[src/dpc_pkg.sv]
// shared types and constants of the dbscan point clusterer
package dpc_pkg;

  localparam int MAX_POINTS = 1024;
  localparam int IDX_W      = $clog2(MAX_POINTS);
  localparam int CNT_W      = IDX_W + 1;
  localparam int COORD_W    = 16;
  localparam int AXES       = 3;
  localparam int PT_W       = AXES * COORD_W;
  localparam int DIFF_W     = COORD_W + 1;
  localparam int SUM_W      = 35;
  localparam int MINNB_W    = 8;
  localparam int EPOCH_W    = CNT_W;
  localparam int CELL_LAT   = 2;
  localparam int CHAIN_LAT  = AXES * CELL_LAT;
  localparam int CFG_IDX_W  = 2;
  localparam int CFG_DATA_W = SUM_W;

  typedef enum logic [1:0] {
    CMD_LOAD = 2'd0,
    CMD_RUN  = 2'd1,
    CMD_READ = 2'd2,
    CMD_NOP  = 2'd3
  } cmd_e;

  typedef enum logic [CFG_IDX_W-1:0] {
    REG_RADIUS_SQ   = 2'd0,
    REG_MIN_NB      = 2'd1,
    REG_POINT_COUNT = 2'd2,
    REG_MIN_KEPT    = 2'd3
  } cfg_reg_e;

  typedef struct packed {
    logic [1:0]                cmd;
    logic [IDX_W-1:0]          slot_index;
    logic signed [COORD_W-1:0] coord_x;
    logic signed [COORD_W-1:0] coord_y;
    logic signed [COORD_W-1:0] coord_z;
  } in_item_t;

  typedef struct packed {
    logic [1:0]       answer_kind;
    logic [CNT_W-1:0] clusters_found;
    logic [IDX_W-1:0] member_id;
    logic [IDX_W-1:0] cluster_number;
    logic             last_in_cluster;
    logic             list_end;
  } out_item_t;

  // data handed from one distance cell to the next
  typedef struct packed {
    logic [PT_W-1:0]  pt_a;
    logic [PT_W-1:0]  pt_b;
    logic [SUM_W-1:0] sum;
  } link_t;

endpackage

[src/dpc_dist_cell.sv]
// one axis cell of the squared distance chain
module dpc_dist_cell import dpc_pkg::*; (
  input  logic  clk_i,
  input  link_t link_i,
  output link_t link_o
);

  logic signed [DIFF_W-1:0]   diff_d;
  logic signed [DIFF_W-1:0]   diff_q;
  link_t                      mid_q;
  link_t                      out_q;
  logic signed [2*DIFF_W-1:0] sq;

  assign diff_d = $signed({link_i.pt_a[COORD_W-1], link_i.pt_a[COORD_W-1:0]})
                - $signed({link_i.pt_b[COORD_W-1], link_i.pt_b[COORD_W-1:0]});
  assign sq = diff_q * diff_q;

  always_ff @(posedge clk_i) begin
    diff_q      <= diff_d;
    // lowest axis is used here, the rest moves down for the next cell
    mid_q.pt_a  <= link_i.pt_a >> COORD_W;
    mid_q.pt_b  <= link_i.pt_b >> COORD_W;
    mid_q.sum   <= link_i.sum;
    out_q.pt_a  <= mid_q.pt_a;
    out_q.pt_b  <= mid_q.pt_b;
    out_q.sum   <= mid_q.sum + SUM_W'($unsigned(sq));
  end

  assign link_o = out_q;

endmodule
[config.mk]
export PLATFORM = sky130hd
export DESIGN_NAME = dpc_dist_cell
export DESIGN_NICKNAME = d
export VERILOG_FILES = /design/src/dpc_pkg.sv /design/src/dpc_dist_cell.sv
export SDC_FILE = /design/constraint.sdc
export NUM_CORES = 1
export LEC_CHECK = 0
export BUFFER_PORTS_ARGS = -buffer_cell sky130_fd_sc_hd__clkbuf_2
export CAP_MARGIN = 10
export CORE_MARGIN = 8
export CORE_UTILIZATION = 45
export CTS_BUF_LIST = sky130_fd_sc_hd__clkbuf_8
export DETAILED_ROUTE_END_ITERATION = 12
export GPL_TIMING_DRIVEN = 1
export PLACE_DENSITY = 0.64
export SLEW_MARGIN = 40
export SYNTH_ARGS = -nofsm -noshare
export SYNTH_HDL_FRONTEND = slang
export SYNTH_SLANG_ARGS = --single-unit
[constraint.sdc]
create_clock -name clk_i -period 9.85 [get_ports clk_i]
set_clock_uncertainty 0.2 [all_clocks]
set_input_delay 2.4625 -clock clk_i [delete_from_list [all_inputs] [get_ports clk_i]]
set_output_delay 2.4625 -clock clk_i [all_outputs]
set_load 0.005 [all_outputs]
==> results.json, run 1 <==
{
  "status": "complete, no violations",
  "synth_common_cells": "383 x inv_1, 270 x fa_1, 215 x dfxtp_1",
  "post_cts_buffers": 0,
  "synth_top_area_share_pct": 32.2,
  "ctsHoldBuffers": 0,
  "drt-met1-wl_um": 14200,
  "reg2reg_from": "diff_q[3]$_DFF_P_",
  "drt_iter0_markers": 423,
  "post-route-period-util_pct": 90.9,
  "start_util_pct": 45.8,
  "tightestPinTransition_ns": 0.829,
  "wl_per_cell_um": 15.6,
  "final_area_um2": 19100,
  "cts_tree": "done",
  "clock_latency_ns": 0.54,
  "cts.sink_count": 215,
  "post_dp_cell_area_um2": 18400,
  "seqCellArea_um2": 4310,
  "multi_input_area_um2": 10800,
  "fp-row-count": 70,
  "routed.top_layer": "met4",
  "end_kind": "flip-flop",
  "core-area_um2": 36700,
  "clockBufferDepth": 3,
  "setup_viol": 0,
  "ctsResizeCount": 0,
  "layout.nets": 2451,
  "synth-edff-count": 0,
  "postSynth.asyncResetShare_pct": 0,
  "track_usage_pct": 17.2,
  "whs_endpoint": "link_o[100]$_DFF_P_",
  "routed_wl_um": 37400,
  "antenna_left": 0,
  "grt_pass1_wl_um": 61200,
  "num_vias": 11600,
  "max_stage_delay_ns": 0.71,
  "vias_per_cell": 4.82,
  "place_ws_ns": 0.927,
  "grt_start_max_net_pins": 22,
  "hold_depth": 0,
  "routabilityCongestion": 0.906,
  "cts_max_level": 2,
  "root_buffer": "clkbuf_8",
  "crit_fanout": 14,
  "hold_path_class": "flip-flop to flip-flop",
  "gr-total-overflow": 0,
  "die_h_um": 209,
  "die_w_um": 209,
  "r2r_slack_ns": 0.89,
  "cts_buffers": 37,
  "synth_ff_type": "dfxtp_1",
  "nFillCells": 3382,
  "synth-seq-cells": 215,
  "antenna_found_initial": 0,
  "final.setup.worst_slack_ns": 0.893,
  "fin_hold_ws_ns": 0.112,
  "dr_wl_met2_um": 20700,
  "numPortBuffers": 230,
  "cp_common_cell": "fa_1",
  "path_class": "flip-flop to flip-flop",
  "dr.pass1.iters": 5,
  "rsz0062_at_grt": "no",
  "areaGrowthSynthToFinish_pct": 13.8,
  "slew_viol_final": 0,
  "hold_viol_final": 0,
  "post-synth-top-count-cell": "inv_1",
  "die_area_um2": 43800,
  "num_antenna_cells": 0,
  "ys_seq_area_share_pct": 25.6,
  "clkTransAtPathRegs_ns": 0.05,
  "fin_tns_setup_ns": 0,
  "yosysTopAreaCell": "fa_1",
  "grt_pass1_vias": 12500,
  "synth_area_leaders": "fa_1 32%, dfxtp_1 26%, ha_1 11%, inv_1 8.6%, xnor2_1 3.3%",
  "cp_slowest_cell": "dfxtp_1",
  "startpoint_type": "flip-flop",
  "hold_start": "mid_q[100]$_DFF_P_",
  "drive_gt1_share_pct": 16.0,
  "finalCriticalPeriod_ns": 8.96,
  "required_ns": 10.10,
  "worstPathArrival_ns": 9.20,
  "pin_count": 263,
  "slew_headroom_pct": 44.7,
  "yosysWarnings": 0,
  "r2r-end": "link_o[33]$_DFF_P_",
  "fmax_mhz": 112,
  "syn_area_um2": 16800,
  "maxCapViolCount": 0,
  "dp_hpwl_um": 31300,
  "met3WireLength_um": 1540,
  "ff2ff_path_depth": 28,
  "drcViolationCount": 0,
  "synthCells": 1655,
  "synthDistinctLibCells": 60,
  "avgSynthCellArea_um2": 10.2
}
## per-stage QoR
step,instances,util (%)
finish,2398,52.1
global route,2398,52.1
CTS,2398,52.1
detailed placement,2334,50.1
global placement,2334,50.1
floorplan,1686,-
## cell families (layout without fill, tap and decap cells)
family	count (synthesis)	after routing	synth area share [%]
other	1	32	0.0223
adders and majority gates	414	414	42.9
muxes	1	1	0.0670
and+or+nand+nor	310	310	9.04
xor gates and xnor gates	84	84	4.38
buffers and inverters	439	683	10.5
AOI/OAI and AO/OA	191	191	7.47
DFF	215	215	25.6
## layout by cell type (no fill, tap or decap), drive strengths merged, types with 11 or more instances in the layout
cell type,count
inv,397
clkbuf,274
fa,270
dfxtp,215
ha,144
nand2,101
xnor2,64
nor2,63
a21oi,60
and2,50
o21ai,38
conb,32
a21o,29
nand3,20
xor2,20
nor2b,18
nor3,15
nand2b,11
## flip-flops by register name (all words and copies together) (netlist names)
register  cells
mid_q        99
diff_q       17
link_o       99
## area by class of cell
type,instances,area share (%)
clock buffer,44,3.17
clock inverter,20,0.726
inverter,383,7.52
multi-input combinational,1032,56.7
sequential,215,22.5
tap,468,3.06
timing repair buffer,236,6.26
## per-layer routing
metal  vias up  track usage, %
met5         -               0
li1       5519               -
met2       226            32.9
met3        68            2.81
met1      5753            19.2
met4         0            5.59
## worst max-delay path, delay by kind of cell, from the launching register on
kind	cells	cell delay [ns]
AOI/OAI and AO/OA	7	1.83
DFF	1	0.71
buffers and inverters	5	0.58
xor gates and xnor gates	1	0.13
and+or+nand+nor	7	1.85
adders and majority gates	8	3.59
## worst max-delay path by stage
stage,from,endpoint,slack [ns],cells past startpoint
after global placement,diff_q[2]$_DFF_P_,link_o[33]$_DFF_P_,1.17,28
after floorplan,diff_q[2]$_DFF_P_,link_o[33]$_DFF_P_,1.88,33
final,diff_q[3]$_DFF_P_,link_o[33]$_DFF_P_,0.89,28
after CTS,diff_q[3]$_DFF_P_,link_o[33]$_DFF_P_,0.91,28
after global routing,diff_q[4]$_DFF_P_,link_o[33]$_DFF_P_,0.35,29
after detailed placement,diff_q[3]$_DFF_P_,link_o[33]$_DFF_P_,0.93,28
Power of run 1 is left out: the tool's default activity adds up to more than one toggle a clock period on the data nets, which glitch-free logic cannot reach.
==> run 2: changes to the inputs <==
==> constraint.sdc (replaced) <==
create_clock -name clk_i -period 9.2 [get_ports clk_i]
set_clock_uncertainty 0.2 [all_clocks]
set_input_delay 2.3 -clock clk_i [delete_from_list [all_inputs] [get_ports clk_i]]
set_output_delay 2.3 -clock clk_i [all_outputs]
set_load 0.005 [all_outputs]
==> run 2 against run 1 <==
Compared with the run above: critical path depth shrank 1; register-to-register slack lost 0.36 ns; sequential share of layout area shrank 0.11 points; maximum frequency grew 3.4%; utilization grew 0.30 points; largest cell class unchanged; global-route usage is essentially flat; clock-buffer cell count shrank 2; final cell count grew 0.29%.
==> results.json, run 2 (synthesis results as in run 1) <==
{
  "status": "complete, no violations",
  "tightestPinTransition_ns": 0.837,
  "hold_start": "mid_q[43]$_DFF_P_",
  "cp_slowest_cell": "dfxtp_1",
  "clkTransAtPathRegs_ns": 0.06,
  "dpl.cell_count": 2341,
  "end_kind": "flip-flop",
  "grt_start_max_net_pins": 29,
  "hold_viol_final": 0,
  "startpoint_type": "flip-flop",
  "slew_viol_final": 0,
  "antenna_found_initial": 0,
  "grt_pass1_wl_um": 61300,
  "wl_per_cell_um": 15.5,
  "finalCriticalPeriod_ns": 8.66,
  "gr-total-overflow": 0,
  "crit_buf_inv": 4,
  "routed_wl_um": 37300,
  "stdcell_count": 2405,
  "nFillCells": 3386,
  "setup_viol": 0,
  "dr.pass1.iters": 5,
  "max_stage_delay_ns": 0.86,
  "path_class": "flip-flop to flip-flop",
  "ctsHoldBuffers": 0,
  "die_area_um2": 43800,
  "cts_max_level": 2,
  "maxCapViolCount": 0,
  "layout_commonest_cell": "inv_1",
  "routabilityCongestion": 0.892,
  "reg2reg_from": "diff_q[13]$_DFF_P_",
  "dp_hpwl_um": 31400,
  "seqCellArea_um2": 4310,
  "rsz0062_at_grt": "no",
  "final.setup.worst_slack_ns": 0.537,
  "fmax_mhz": 115,
  "pin_count": 263,
  "cp_common_cell": "fa_1",
  "ff2ff_path_depth": 27,
  "num_vias": 11600,
  "worstPathArrival_ns": 8.91,
  "fp-row-count": 70,
  "numPortBuffers": 230,
  "root_buffer": "clkbuf_8",
  "drive_gt1_share_pct": 16.4,
  "clock_latency_ns": 0.56,
  "crit_fanout": 18,
  "clockBufferDepth": 3,
  "areaGrowthSynthToFinish_pct": 14.4,
  "place_ws_ns": 0.400,
  "cts_tree": "done",
  "track_usage_pct": 17.2,
  "drt_iter0_markers": 469,
  "num_antenna_cells": 0,
  "core-area_um2": 36700,
  "die_w_um": 209,
  "cts.sink_count": 215,
  "fin_tns_setup_ns": 0,
  "post-route-period-util_pct": 94.2,
  "vias_per_cell": 4.83,
  "cts_buffers": 38,
  "die_h_um": 209,
  "layout_common_cells": "396 x inv_1, 270 x fa_1, 230 x clkbuf_2, 209 x dfxtp_1, 144 x ha_1",
  "layout.nets": 2459,
  "slew_headroom_pct": 44.1,
  "r2r-end": "link_o[33]$_DFF_P_",
  "whs_endpoint": "link_o[43]$_DFF_P_",
  "grt_pass1_vias": 12600,
  "antenna_left": 0,
  "r2r_slack_ns": 0.54,
  "multi_input_area_um2": 10900,
  "hold_path_class": "flip-flop to flip-flop",
  "start_util_pct": 45.8,
  "drcViolationCount": 0,
  "cpLargestDelayFamily": "adder cells",
  "required_ns": 9.44,
  "hold_depth": 0
}
## run 2: worst register-to-register path, stage by stage, from the launching register on
cell	delay (ns)
dfxtp_1	0.86
nand2_1	0.24
fa_1	0.53
fa_1	0.51
fa_1	0.52
inv_1	0.07
fa_1	0.50
fa_1	0.49
inv_1	0.05
fa_1	0.47
inv_1	0.04
ha_1	0.37
and3_1	0.25
nand3_1	0.12
a2111oi_1	0.48
nor4b_1	0.11
buf_4	0.17
nand2b_1	0.15
xnor2_1	0.13
ha_1	0.35
or2_2	0.31
o31a_1	0.11
o41ai_1	0.08
o21ai_0	0.20
o41a_1	0.36
or4_4	0.43
a2111o_1	0.37
o311ai_1	0.09
## run 2: through the flow
stage	util [%]	hold slack [ns]	cell area, um^2
after floorplan	-	0.110	16900
final	52.4	0.120	19200
after global routing	52.4	0.128	19200
after detailed placement	50.2	0.112	18400
after CTS	52.4	0.123	19200
after global placement	50.2	0.110	18400
## run 2: how the worst max path moves through the flow
stage / to / cells past startpoint / startpoint
floorplan: link_o[33]$_DFF_P_ / 33 / diff_q[2]$_DFF_P_
global placement: link_o[33]$_DFF_P_ / 29 / diff_q[5]$_DFF_P_
detailed placement: link_o[33]$_DFF_P_ / 29 / diff_q[5]$_DFF_P_
CTS: link_o[33]$_DFF_P_ / 29 / diff_q[5]$_DFF_P_
global route: link_o[33]$_DFF_P_ / 27 / diff_q[13]$_DFF_P_
finish: link_o[33]$_DFF_P_ / 27 / diff_q[13]$_DFF_P_
## run 2: per-layer routing
metal	track usage [%]	part of all wire (%)	vias to the layer above
met5	0	0	-
met4	5.54	2.6	0
met3	2.96	4.1	63
met2	32.6	55	227
met1	19.3	38	5811
li1	-	-	5527
## run 2: area by class of cell
cell class,count,share of cell area (%)
well taps,468,3.05
clock buffers,42,3.01
inverters,383,7.48
clock inverters,22,1.13
repair buffers,243,6.49
flip-flops and latches,215,22.4
multi-input cells,1032,56.4
## run 2: timing repair
action	in CTS	in global routing
buffers inserted	0	0
hold endpoints to repair	0	0
endpoints found under the setup margin	0	2
gates resized for setup	0	5
Power of run 2 is left out for the same reason.
==> run 3: changes to the inputs <==
--- a/config.mk
+++ b/config.mk
@@ -7,12 +7,14 @@
 export LEC_CHECK = 0
 export BUFFER_PORTS_ARGS = -buffer_cell sky130_fd_sc_hd__clkbuf_2
 export CAP_MARGIN = 10
+export CELL_PAD_IN_SITES_DETAIL_PLACEMENT = 1
+export CELL_PAD_IN_SITES_GLOBAL_PLACEMENT = 2
 export CORE_MARGIN = 8
-export CORE_UTILIZATION = 45
+export CORE_UTILIZATION = 38
 export CTS_BUF_LIST = sky130_fd_sc_hd__clkbuf_8
 export DETAILED_ROUTE_END_ITERATION = 12
 export GPL_TIMING_DRIVEN = 1
-export PLACE_DENSITY = 0.64
+export PLACE_DENSITY = 0.81
 export SLEW_MARGIN = 40
 export SYNTH_ARGS = -nofsm -noshare
 export SYNTH_HDL_FRONTEND = slang
==> run 3 against run 2 <==
Compared with the run above: first-iteration DRC count decreased by 28%; wire length grew 14%; final cell count up 5.8%; non-clock buffer count up 8; highest routed layer unchanged.
==> results.json, run 3 (synthesis results as in run 1) <==
{
  "crit_fanout": 8,
  "die_w_um": 226,
  "core-area_um2": 43900,
  "drive_gt1_share_pct": 16.9,
  "drcViolationCount": 0,
  "fp-row-count": 77,
  "cp_slowest_cell": "dfxtp_1",
  "die_h_um": 226,
  "die_area_um2": 51200,
  "slew_viol_final": 0,
  "areaGrowthSynthToFinish_pct": 15.9,
  "dr.pass1.iters": 4,
  "layout.nets": 2469,
  "grt_pass1_vias": 13400,
  "root_buffer": "clkbuf_8",
  "cts_buffers": 40,
  "clockBufferDepth": 3,
  "drt_iter0_markers": 339,
  "grt_start_max_net_pins": 27,
  "ctsHoldBuffers": 0,
  "fmax_mhz": 115,
  "gr-total-overflow": 0,
  "clkTransAtPathRegs_ns": 0.06,
  "wl_per_cell_um": 16.6,
  "routed_wl_um": 42400,
  "hold_depth": 0,
  "tightestPinTransition_ns": 0.711,
  "maxCapViolCount": 0,
  "r2r-end": "link_o[33]$_DFF_P_",
  "grt_pass1_wl_um": 68500,
  "ff2ff_path_depth": 29,
  "track_usage_pct": 17.0,
  "worstPathArrival_ns": 8.94,
  "antenna_left": 0,
  "numPortBuffers": 230,
  "setup_viol": 0,
  "layout_commonest_cell": "inv_1",
  "utilization_pct": 44.3,
  "clock_latency_ns": 0.58,
  "dp_hpwl_um": 36400,
  "cts_max_level": 2,
  "hold_viol_final": 0,
  "finalCriticalPeriod_ns": 8.66,
  "max_stage_delay_ns": 0.55,
  "whs_endpoint": "link_o[105]$_DFF_P_",
  "pin_count": 263,
  "hold_start": "mid_q[105]$_DFF_P_",
  "required_ns": 9.48,
  "routabilityCongestion": 0.837,
  "post-route-period-util_pct": 94.2,
  "slew_headroom_pct": 52.5,
  "cp_common_cell": "fa_1",
  "rsz0062_at_grt": "no",
  "status": "complete, no violations",
  "r2r_slack_ns": 0.54,
  "start_util_pct": 38.2,
  "startpoint_type": "flip-flop",
  "antenna_found_initial": 1,
  "num_vias": 11800,
  "end_kind": "flip-flop",
  "reg2reg_from": "diff_q[3]$_DFF_P_",
  "cts_tree": "done",
  "hold_path_class": "flip-flop to flip-flop",
  "nFillCells": 5113,
  "cts.sink_count": 215,
  "fin_tns_setup_ns": 0,
  "vias_per_cell": 4.63,
  "layout_common_cells": "396 x inv_1, 270 x fa_1, 230 x clkbuf_2, 212 x dfxtp_1, 144 x ha_1",
  "path_class": "flip-flop to flip-flop"
}
-- run 3: final cells by class --
cell class,count,area [um^2],share of cell area [%]
clock buffers,45,619,3.18
inverters,383,1440,7.38
repair buffers,251,1310,6.72
multi-input cells,1032,10800,55.7
diodes,1,2.50,0.0128
flip-flops and latches,215,4310,22.1
well taps,592,741,3.80
clock inverters,25,216,1.11
-- run 3: worst max-delay path: cells and delay by family, from the launching register on --
family | cells | cell delay (ns)
flip-flops | 1 | 0.55
adder cells (fa/ha/maj) | 8 | 3.43
buffers and inverters | 5 | 0.60
XOR/XNOR | 2 | 0.41
AND/OR/NAND/NOR | 7 | 1.61
AO/OA/AOI/OAI | 7 | 1.74
-- run 3: timing repair --
action                     CTS  global route
resized for setup            0             2
buffers inserted             0             0
setup endpoints to repair    0             1
-- run 3: worst max-delay path by stage --
stage	startpoint	to	slack (ns)	cells past startpoint
after floorplan	diff_q[2]$_DFF_P_	link_o[33]$_DFF_P_	1.23	33
after global placement	diff_q[2]$_DFF_P_	link_o[33]$_DFF_P_	0.67	27
after detailed placement	diff_q[2]$_DFF_P_	link_o[33]$_DFF_P_	0.32	27
after CTS	diff_q[2]$_DFF_P_	link_o[33]$_DFF_P_	0.29	27
after global routing	diff_q[7]$_DFF_P_	link_o[33]$_DFF_P_	0.006	30
final	diff_q[3]$_DFF_P_	link_o[33]$_DFF_P_	0.54	29
-- run 3: stage by stage --
step	hold WS (ns)	worst slack, ns	cells	instance area, um^2
finish	0.0962	0.536	2544	19500
global route	0.0930	0.00567	2544	19500
CTS	0.0886	0.285	2543	19500
detailed placement	0.113	0.323	2473	18600
global placement	0.110	0.674	2473	18600
floorplan	0.110	1.23	1686	16900
-- run 3: layer usage --
| metal | vias up | track usage (%) | part of all wire, % |
|---|---|---|---|
| met5 | - | 0 | 0 |
| met2 | 177 | 32.8 | 57 |
| li1 | 5547 | - | - |
| met4 | 0 | 6.54 | 3.2 |
| met1 | 5979 | 18.3 | 36 |
| met3 | 80 | 2.78 | 3.5 |
Power of run 3 is left out for the same reason.
